File: config.mk
export PLATFORM = sky130hd
export DESIGN_NAME = expiring_key_value_cache_unit
export DESIGN_NICKNAME = d
export VERILOG_FILES = /design/src/design/ekvc_pkg.sv /design/src/design/ekvc_cell.sv /design/src/design/expiring_key_value_cache_unit.sv
export SDC_FILE = /design/constraint.sdc
export NUM_CORES = 2
export LEC_CHECK = 0
export ABC_AREA = 1
export CORE_ASPECT_RATIO = 1.75
export CORE_UTILIZATION = 61
export DETAILED_ROUTE_END_ITERATION = 8
export DONT_BUFFER_PORTS = 1
export PLACE_DENSITY_LB_ADDON = 0.05
export SLEW_MARGIN = 0
export SYNTH_ARGS = -nofsm -noshare
export SYNTH_HDL_FRONTEND = slang
export SYNTH_SLANG_ARGS = --single-unit
export TNS_END_PERCENT = 10
File: constraint.sdc
create_clock -name clk -period 7 [get_ports clk]
set_input_delay 0.35 -clock clk [delete_from_list [all_inputs] [get_ports clk]]
set_output_delay 0.35 -clock clk [all_outputs]
set_load 0.02 [all_outputs]
File: src/design/ekvc_pkg.sv
// shared types and constants of the expiring key-value cache
`default_nettype none
package ekvc_pkg;

	localparam int unsigned ENTRIES_DEF = 16;
	localparam logic [31:0] EXPIRE_RESET = 32'd60;

	localparam logic [1:0] ST_OK   = 2'd0;
	localparam logic [1:0] ST_MISS = 2'd1;
	localparam logic [1:0] ST_FULL = 2'd2;

	localparam logic FUNC_GET = 1'b0;
	localparam logic FUNC_SET = 1'b1;

	typedef struct packed {
		logic        func;
		logic [31:0] key;
		logic [31:0] value;
		logic [31:0] now;
	} req_t;

	typedef struct packed {
		logic [31:0] read_value;
		logic [1:0]  status;
		logic [4:0]  entries_in_use;
	} rsp_t;

	// lookup word passed from cell to cell
	typedef struct packed {
		logic        vld;
		logic [31:0] key;
		logic [31:0] now;
		logic        hit;
		logic [31:0] data;
		logic        free;
	} tok_t;

	// update broadcast to all cells once the lookup word leaves the chain
	typedef struct packed {
		logic        en;
		logic        ins;
		logic        set;
		logic [31:0] key;
		logic [31:0] data;
		logic [31:0] now;
	} wb_t;

endpackage
`default_nettype wire

File: src/design/ekvc_cell.sv
// one table slot: expiry check, key compare and update of its own entry
`default_nettype none
module ekvc_cell
	import ekvc_pkg::*;
#(
	parameter int unsigned ENTRIES = ENTRIES_DEF,
	parameter int unsigned IDX     = 0,
	localparam int unsigned IW     = $clog2(ENTRIES),
	localparam int unsigned CW     = $clog2(ENTRIES + 1)
) (
	input  wire logic          clk,
	input  wire logic          arst_n,
	input  wire logic [31:0]   expire,
	input  wire tok_t          tok_i,
	input  wire logic [IW-1:0] hidx_i,
	input  wire logic [IW-1:0] fidx_i,
	input  wire logic [CW-1:0] cnt_i,
	input  wire wb_t           wb,
	input  wire logic [IW-1:0] wb_idx,
	output tok_t               tok_o,
	output logic [IW-1:0]      hidx_o,
	output logic [IW-1:0]      fidx_o,
	output logic [CW-1:0]      cnt_o
);

	logic          valid_q;
	logic [31:0]   key_q;
	logic [31:0]   data_q;
	logic [31:0]   time_q;
	tok_t          tok_q;
	logic [IW-1:0] hidx_q;
	logic [IW-1:0] fidx_q;
	logic [CW-1:0] cnt_q;

	logic expired;
	logic live;
	logic match;
	logic free_here;
	logic wb_mine;

	// age counts as zero when time runs backwards
	assign expired   = valid_q && (tok_i.now >= time_q) && ((tok_i.now - time_q) > expire);
	assign live      = valid_q && !expired;
	assign match     = live && (key_q == tok_i.key) && !tok_i.hit;
	assign free_here = !live && !tok_i.free;
	assign wb_mine   = wb.en && (wb_idx == IW'(IDX));

	always_ff @(posedge clk or negedge arst_n) begin
		if (!arst_n) begin
			valid_q <= 1'b0;
			tok_q   <= '0;
		end else begin
			tok_q.vld  <= tok_i.vld;
			tok_q.key  <= tok_i.key;
			tok_q.now  <= tok_i.now;
			tok_q.hit  <= tok_i.hit || match;
			tok_q.data <= match ? data_q : tok_i.data;
			tok_q.free <= tok_i.free || free_here;
			if (tok_i.vld && expired) begin
				valid_q <= 1'b0;
			end else if (wb_mine && wb.ins) begin
				valid_q <= 1'b1;
			end
		end
	end

	always_ff @(posedge clk) begin
		hidx_q <= match ? IW'(IDX) : hidx_i;
		fidx_q <= free_here ? IW'(IDX) : fidx_i;
		cnt_q  <= CW'(cnt_i + CW'(live));
		if (wb_mine) begin
			time_q <= wb.now;
			if (wb.set) begin
				data_q <= wb.data;
			end
			if (wb.ins) begin
				key_q <= wb.key;
			end
		end
	end

	assign tok_o  = tok_q;
	assign hidx_o = hidx_q;
	assign fidx_o = fidx_q;
	assign cnt_o  = cnt_q;

endmodule
`default_nettype wire

File: src/design/expiring_key_value_cache_unit.sv
// top level of the expiring key-value cache: request control and the row of slots
//
// request channel: a word on req is taken at a clock edge with start high and
// busy low; req carries get or set, key, value and the current time in seconds.
// the lookup word then walks the row of ENTRIES slots, one slot per cycle;
// each slot drops itself if its idle age exceeds expire_seconds, compares its
// key and reports whether it is free. after the last slot the hit or the
// lowest free slot is written, and the result word appears on rsp with done
// high for exactly one cycle once the lookup word has left the last slot.
// busy is low again during that done cycle, so a new request can be taken at
// its closing edge; no new request is taken while one is still in the slot row.
// the result cannot be held off by the receiver.
// cfg channel: cfg_data is written into expire_seconds when cfg_valid and
// cfg_ready are high; cfg_ready is high whenever no request is in flight.
// reset empties every slot, sets expire_seconds to 60 and drops any request.
`default_nettype none
module expiring_key_value_cache_unit
	import ekvc_pkg::*;
#(
	parameter int unsigned ENTRIES = ENTRIES_DEF
) (
	input  wire logic        clk,
	input  wire logic        arst_n,
	input  wire logic        start,
	output logic             busy,
	input  wire req_t        req,
	output logic             done,
	output rsp_t             rsp,
	input  wire logic        cfg_valid,
	output logic             cfg_ready,
	input  wire logic [31:0] cfg_data
);

	localparam int unsigned IW = $clog2(ENTRIES);
	localparam int unsigned CW = $clog2(ENTRIES + 1);

	logic        busy_q;
	logic        done_q;
	rsp_t        rsp_q;
	logic [31:0] expire_q;
	logic        func_q;
	logic [31:0] value_q;
	tok_t        launch_q;

	tok_t          tok_w  [0:ENTRIES];
	logic [IW-1:0] hidx_w [0:ENTRIES];
	logic [IW-1:0] fidx_w [0:ENTRIES];
	logic [CW-1:0] cnt_w  [0:ENTRIES];

	wb_t           wb;
	logic [IW-1:0] wb_idx;
	tok_t          tail;
	logic          accept;
	logic          insert;
	logic [CW-1:0] cnt_next;
	rsp_t          rsp_next;

	assign accept = start && !busy_q;

	always_ff @(posedge clk or negedge arst_n) begin
		if (!arst_n) begin
			busy_q   <= 1'b0;
			done_q   <= 1'b0;
			launch_q <= '0;
			expire_q <= EXPIRE_RESET;
		end else begin
			launch_q.vld <= accept;
			done_q       <= tail.vld;
			if (accept) begin
				launch_q.key  <= req.key;
				launch_q.now  <= req.now;
				launch_q.hit  <= 1'b0;
				launch_q.data <= 32'd0;
				launch_q.free <= 1'b0;
			end
			if (accept) begin
				busy_q <= 1'b1;
			end else if (tail.vld) begin
				busy_q <= 1'b0;
			end
			if (cfg_valid && cfg_ready) begin
				expire_q <= cfg_data;
			end
		end
	end

	always_ff @(posedge clk) begin
		if (accept) begin
			func_q  <= req.func;
			value_q <= req.value;
		end
		if (tail.vld) begin
			rsp_q <= rsp_next;
		end
	end

	assign tok_w[0]  = launch_q;
	assign hidx_w[0] = '0;
	assign fidx_w[0] = '0;
	assign cnt_w[0]  = '0;

	for (genvar i = 0; i < ENTRIES; i++) begin : g_cell
		ekvc_cell #(
			.ENTRIES (ENTRIES),
			.IDX     (i)
		) u_cell (
			.clk    (clk),
			.arst_n (arst_n),
			.expire (expire_q),
			.tok_i  (tok_w[i]),
			.hidx_i (hidx_w[i]),
			.fidx_i (fidx_w[i]),
			.cnt_i  (cnt_w[i]),
			.wb     (wb),
			.wb_idx (wb_idx),
			.tok_o  (tok_w[i+1]),
			.hidx_o (hidx_w[i+1]),
			.fidx_o (fidx_w[i+1]),
			.cnt_o  (cnt_w[i+1])
		);
	end

	assign tail   = tok_w[ENTRIES];
	assign insert = (func_q == FUNC_SET) && !tail.hit && tail.free;

	always_comb begin
		wb.en    = tail.vld && (tail.hit || insert);
		wb.ins   = !tail.hit;
		wb.set   = (func_q == FUNC_SET);
		wb.key   = tail.key;
		wb.data  = value_q;
		wb.now   = tail.now;
		wb_idx   = tail.hit ? hidx_w[ENTRIES] : fidx_w[ENTRIES];
		cnt_next = CW'(cnt_w[ENTRIES] + CW'(insert));
		rsp_next.read_value     = 32'd0;
		rsp_next.entries_in_use = 5'(cnt_next);
		if (func_q == FUNC_SET) begin
			rsp_next.status = (tail.hit || tail.free) ? ST_OK : ST_FULL;
		end else if (tail.hit) begin
			rsp_next.status     = ST_OK;
			rsp_next.read_value = tail.data;
		end else begin
			rsp_next.status = ST_MISS;
		end
	end

	assign busy      = busy_q;
	assign done      = done_q;
	assign rsp       = rsp_q;
	assign cfg_ready = !busy_q;

endmodule
`default_nettype wire

==> reports/qor.yml <==
status:
  outcome: "finished with violations"
  failed_checks: "max-capacitance violations, max-slew violations"
timing:
  setup_viol: 0
  min_period_ps: 6290
  finClkSkew_ps: 92.4
  hold_viol: 0
  slew_headroom_pct: -8.72
  finalSetupTns_ps: 0
  worst_slack_ps: 714
  clock.fmax_mhz: 159
  drv_slew: 3
  rsz0062_at_grt: "false"
  finalCritPeriodShare_pct: 89.8
  worst_pin_slew_ps: 1620
critical_path:
  cp.required_ps: 7760
  cp_common_cell: "nand2_1"
  critPathArrivalTime_ps: 7050
  start_kind: "register"
  crit_slowest_cell: "a21boi_0"
  path_class: "register to register"
  cp-startpoint: "g_cell[11].u_cell.tok_o[43]"
  worst-path-max-fanout: 36
  worstReg2RegStart: "g_cell[11].u_cell.tok_o[43]"
  end_kind: "register"
  cp_cell_sequence: "ha_1 > nand2_1 > inv_1 > a21boi_0 > o21ai_0 > nand2_1 > nand3_1 > a21oi_1 > xnor2_1 > ha_1 > nand2_1 > nor3_1 > nor2b_1 > a21boi_0 > nand3_2 > nand4_2 > nand2_1 > nand2_1"
  critPathMaxStageDelay_ps: 830
synth:
  syn_area_sq_um: 154000
  async_flop_share_pct: 48.9
  syn_nets: 15400
  synth_cell_types: 62
  synth_ff_type: "dfrtp_1"
  synth_seq_cells: 3475
  syn_area_per_cell_sq_um: 10.8
  ys_top_cells_by_area: "edfxtp_1, dfrtp_1, nand2_1, ha_1, inv_1"
  synth-edff-count: 1608
  synth.most_common_cell: "nand2_1"
  synthCells: 14200
  yosysTopAreaCell: "edfxtp_1"
  yosys-top-cells-count: "nand2_1, dfrtp_1, edfxtp_1, inv_1, ha_1"
  synth_top_area_share_pct: 31.4
  ys_seq_area_share_pct: 61.2
  yosys_warnings: 0
placed_design:
  io_buffer_count: 0
  dp_hpwl_mm: 367
  dp_slack_ps: 1260
  place.gp.congestion: 1.11
detailed_routing:
  postRouteAntennaNets: 0
  drtIter0Drc: 8065
  route.detailed.drc: 0
  wl_mm: 502
  routedWlPerCell_microns: 27.4
  drt-pass1-iter-count: 8
  vias: 107000
  viasPerCell: 5.86
floorplanning:
  fp.dieArea_sq_um: 254000
  die_y_microns: 667
  die_w_microns: 382
  initial_core_util_pct: 61.4
  rows: 243
  core_sq_um: 251000
  boundaryPins: 175
cts:
  cts_inserted_buffers: 313
  cts_buffer_depth: 4
  cts_setup_buffers: 0
  cts_root_buf: "clkbuf_16"
  clock-sinks: 3475
  clkTransAtPathRegs_ps: 60
  cts_tree: "yes"
  cts_resized: 0
  clk_latency_ps: 910
  htreeDepth: 5
cells_and_area:
  area_delta_synth_final_pct: 11.3
  fin_nets: 15900
  drive_above_1_share_pct: 5.94
pwr:
  peakVddDrop_mv: 0.403
  leakage_uw: 0.0833
  p_per_area_nw_per_um2: 231
global_route:
  grt_pass1_wl_mm: 727
  grt_usage_pct: 40.1
  grt_pass1_vias: 115000
  grt-ovfl-total: 0
  grt_max_degree: 260
  antenna_found_initial: 47
job:
  maxCapViolCount: 1
hold_path:
  hold_path.class: "input port to asynchronous set/reset pin"
-- per-layer routing --
metal | vias to the layer above | global-route usage, % | routed length (microns)
met2 | 4478 | 71.8 | 261000
met1 | 52600 | 36.0 | 148000
met4 | 10 | 41.4 | 63400
li1 | 48000 | - | -
met5 | - | 0 | 60
met3 | 2302 | 8.16 | 28500
-- through the flow --
step	std cells	hold WS, ps	instance area, sq um	total power (uW)	util [%]
after detailed placement	17500	56.3	159000	21800	63.4
after floorplan	14200	54.4	154000	21600	-
final	18300	12.6	171000	39600	68.4
after global placement	17500	56.0	159000	21800	63.3
after CTS	18300	2.13	171000	39700	68.3
after global routing	18300	36.5	171000	40500	68.4
-- cell usage in the layout, fill, tap and decap left out, types with 26 or more instances in the layout --
| master | instances |
|---|---|
| a21boi_0 | 33 |
| a21o_1 | 104 |
| a21oi_1 | 894 |
| a31oi_1 | 41 |
| buf_4 | 132 |
| bufinv_16 | 35 |
| clkbuf_1 | 49 |
| clkbuf_16 | 323 |
| clkbuf_8 | 45 |
| clkinv_2 | 57 |
| dfrtp_1 | 1691 |
| dfxtp_1 | 168 |
| diode_2 | 26 |
| dlygate4sd3_1 | 148 |
| edfxtp_1 | 1608 |
| ha_1 | 1055 |
| inv_1 | 1567 |
| inv_2 | 38 |
| nand2_1 | 3603 |
| nand3_1 | 307 |
| nand3_2 | 30 |
| nand4_1 | 165 |
| nor2_1 | 957 |
| nor2_2 | 27 |
| nor2_4 | 46 |
| nor3_1 | 93 |
| nor4_1 | 38 |
| o211ai_1 | 33 |
| o21a_1 | 45 |
| o21ai_0 | 290 |
| o21ai_1 | 37 |
| o21bai_1 | 71 |
| or2_2 | 31 |
| xnor2_1 | 624 |
| xor2_1 | 297 |
-- flip-flops by register name, summed over array words and instances, names as in the netlist, 16 cells and up --
register               flops
expire_q                  32
g_cell.u_cell.cnt_o       70
g_cell.u_cell.data_q     512
g_cell.u_cell.fidx_o      49
g_cell.u_cell.hidx_o      49
g_cell.u_cell.key_q      512
g_cell.u_cell.time_q     512
g_cell.u_cell.tok_o     1584
g_cell.u_cell.valid_q     16
launch_q                  65
rsp                       39
value_q                   32
-- layout make-up --
type / count / area [sq um]
Sequential cell: 3475 / 94200
Fill cell: 17900 / 79200
Multi-Input combinational cell: 9014 / 53200
Clock buffer: 415 / 8850
Inverter: 1609 / 6040
Tap cell: 3307 / 4140
Timing Repair Buffer: 298 / 2910
Clock inverter: 157 / 1960
Antenna cell: 26 / 65.1
-- worst max-delay path: cells and delay by family (launching register included) --
kind,cells,cell delay (ps)
flip-flops,1,390
XOR/XNOR,1,130
adder cells (fa/ha/maj),2,700
AND/OR/NAND/NOR,10,3090
AO/OA/AOI/OAI,4,1710
buffers and inverters,1,130
-- path summary, 6_finish.rpt --
check	end	slack, ps	depth (start not counted)
min reg2reg	g_cell[10].u_cell.tok_o[62]	330	0
max	g_cell[12].u_cell.tok_o[25]	710	18
min in group clk	func_q	70	1
max in group asynchronous	g_cell[0].u_cell.tok_o[30]	2040	9
max reg2reg	g_cell[12].u_cell.tok_o[25]	710	18
min	g_cell[15].u_cell.tok_o[36]	10	2
-- power by group --
group	switching, uW	internal, uW
Combinational	219	69.4
Sequential	0	21200
Clock	7810	10300
-- timing repair --
item / CTS / global route
endpoints found under the setup margin: 0 / 0
endpoints found under the hold margin: 552 / 0
hold buffers: 149 / 0
-- kinds of logic after synthesis --
family	share of synthesized area, %
buffers and inverters	4.49
muxes	0.00731
xor gates and xnor gates	5.24
AOI/OAI and AO/OA	5.94
DFF	61.2
and+or+nand+nor	14.4
adders and majority gates	8.78
Power figures use the tool's default switching activity.
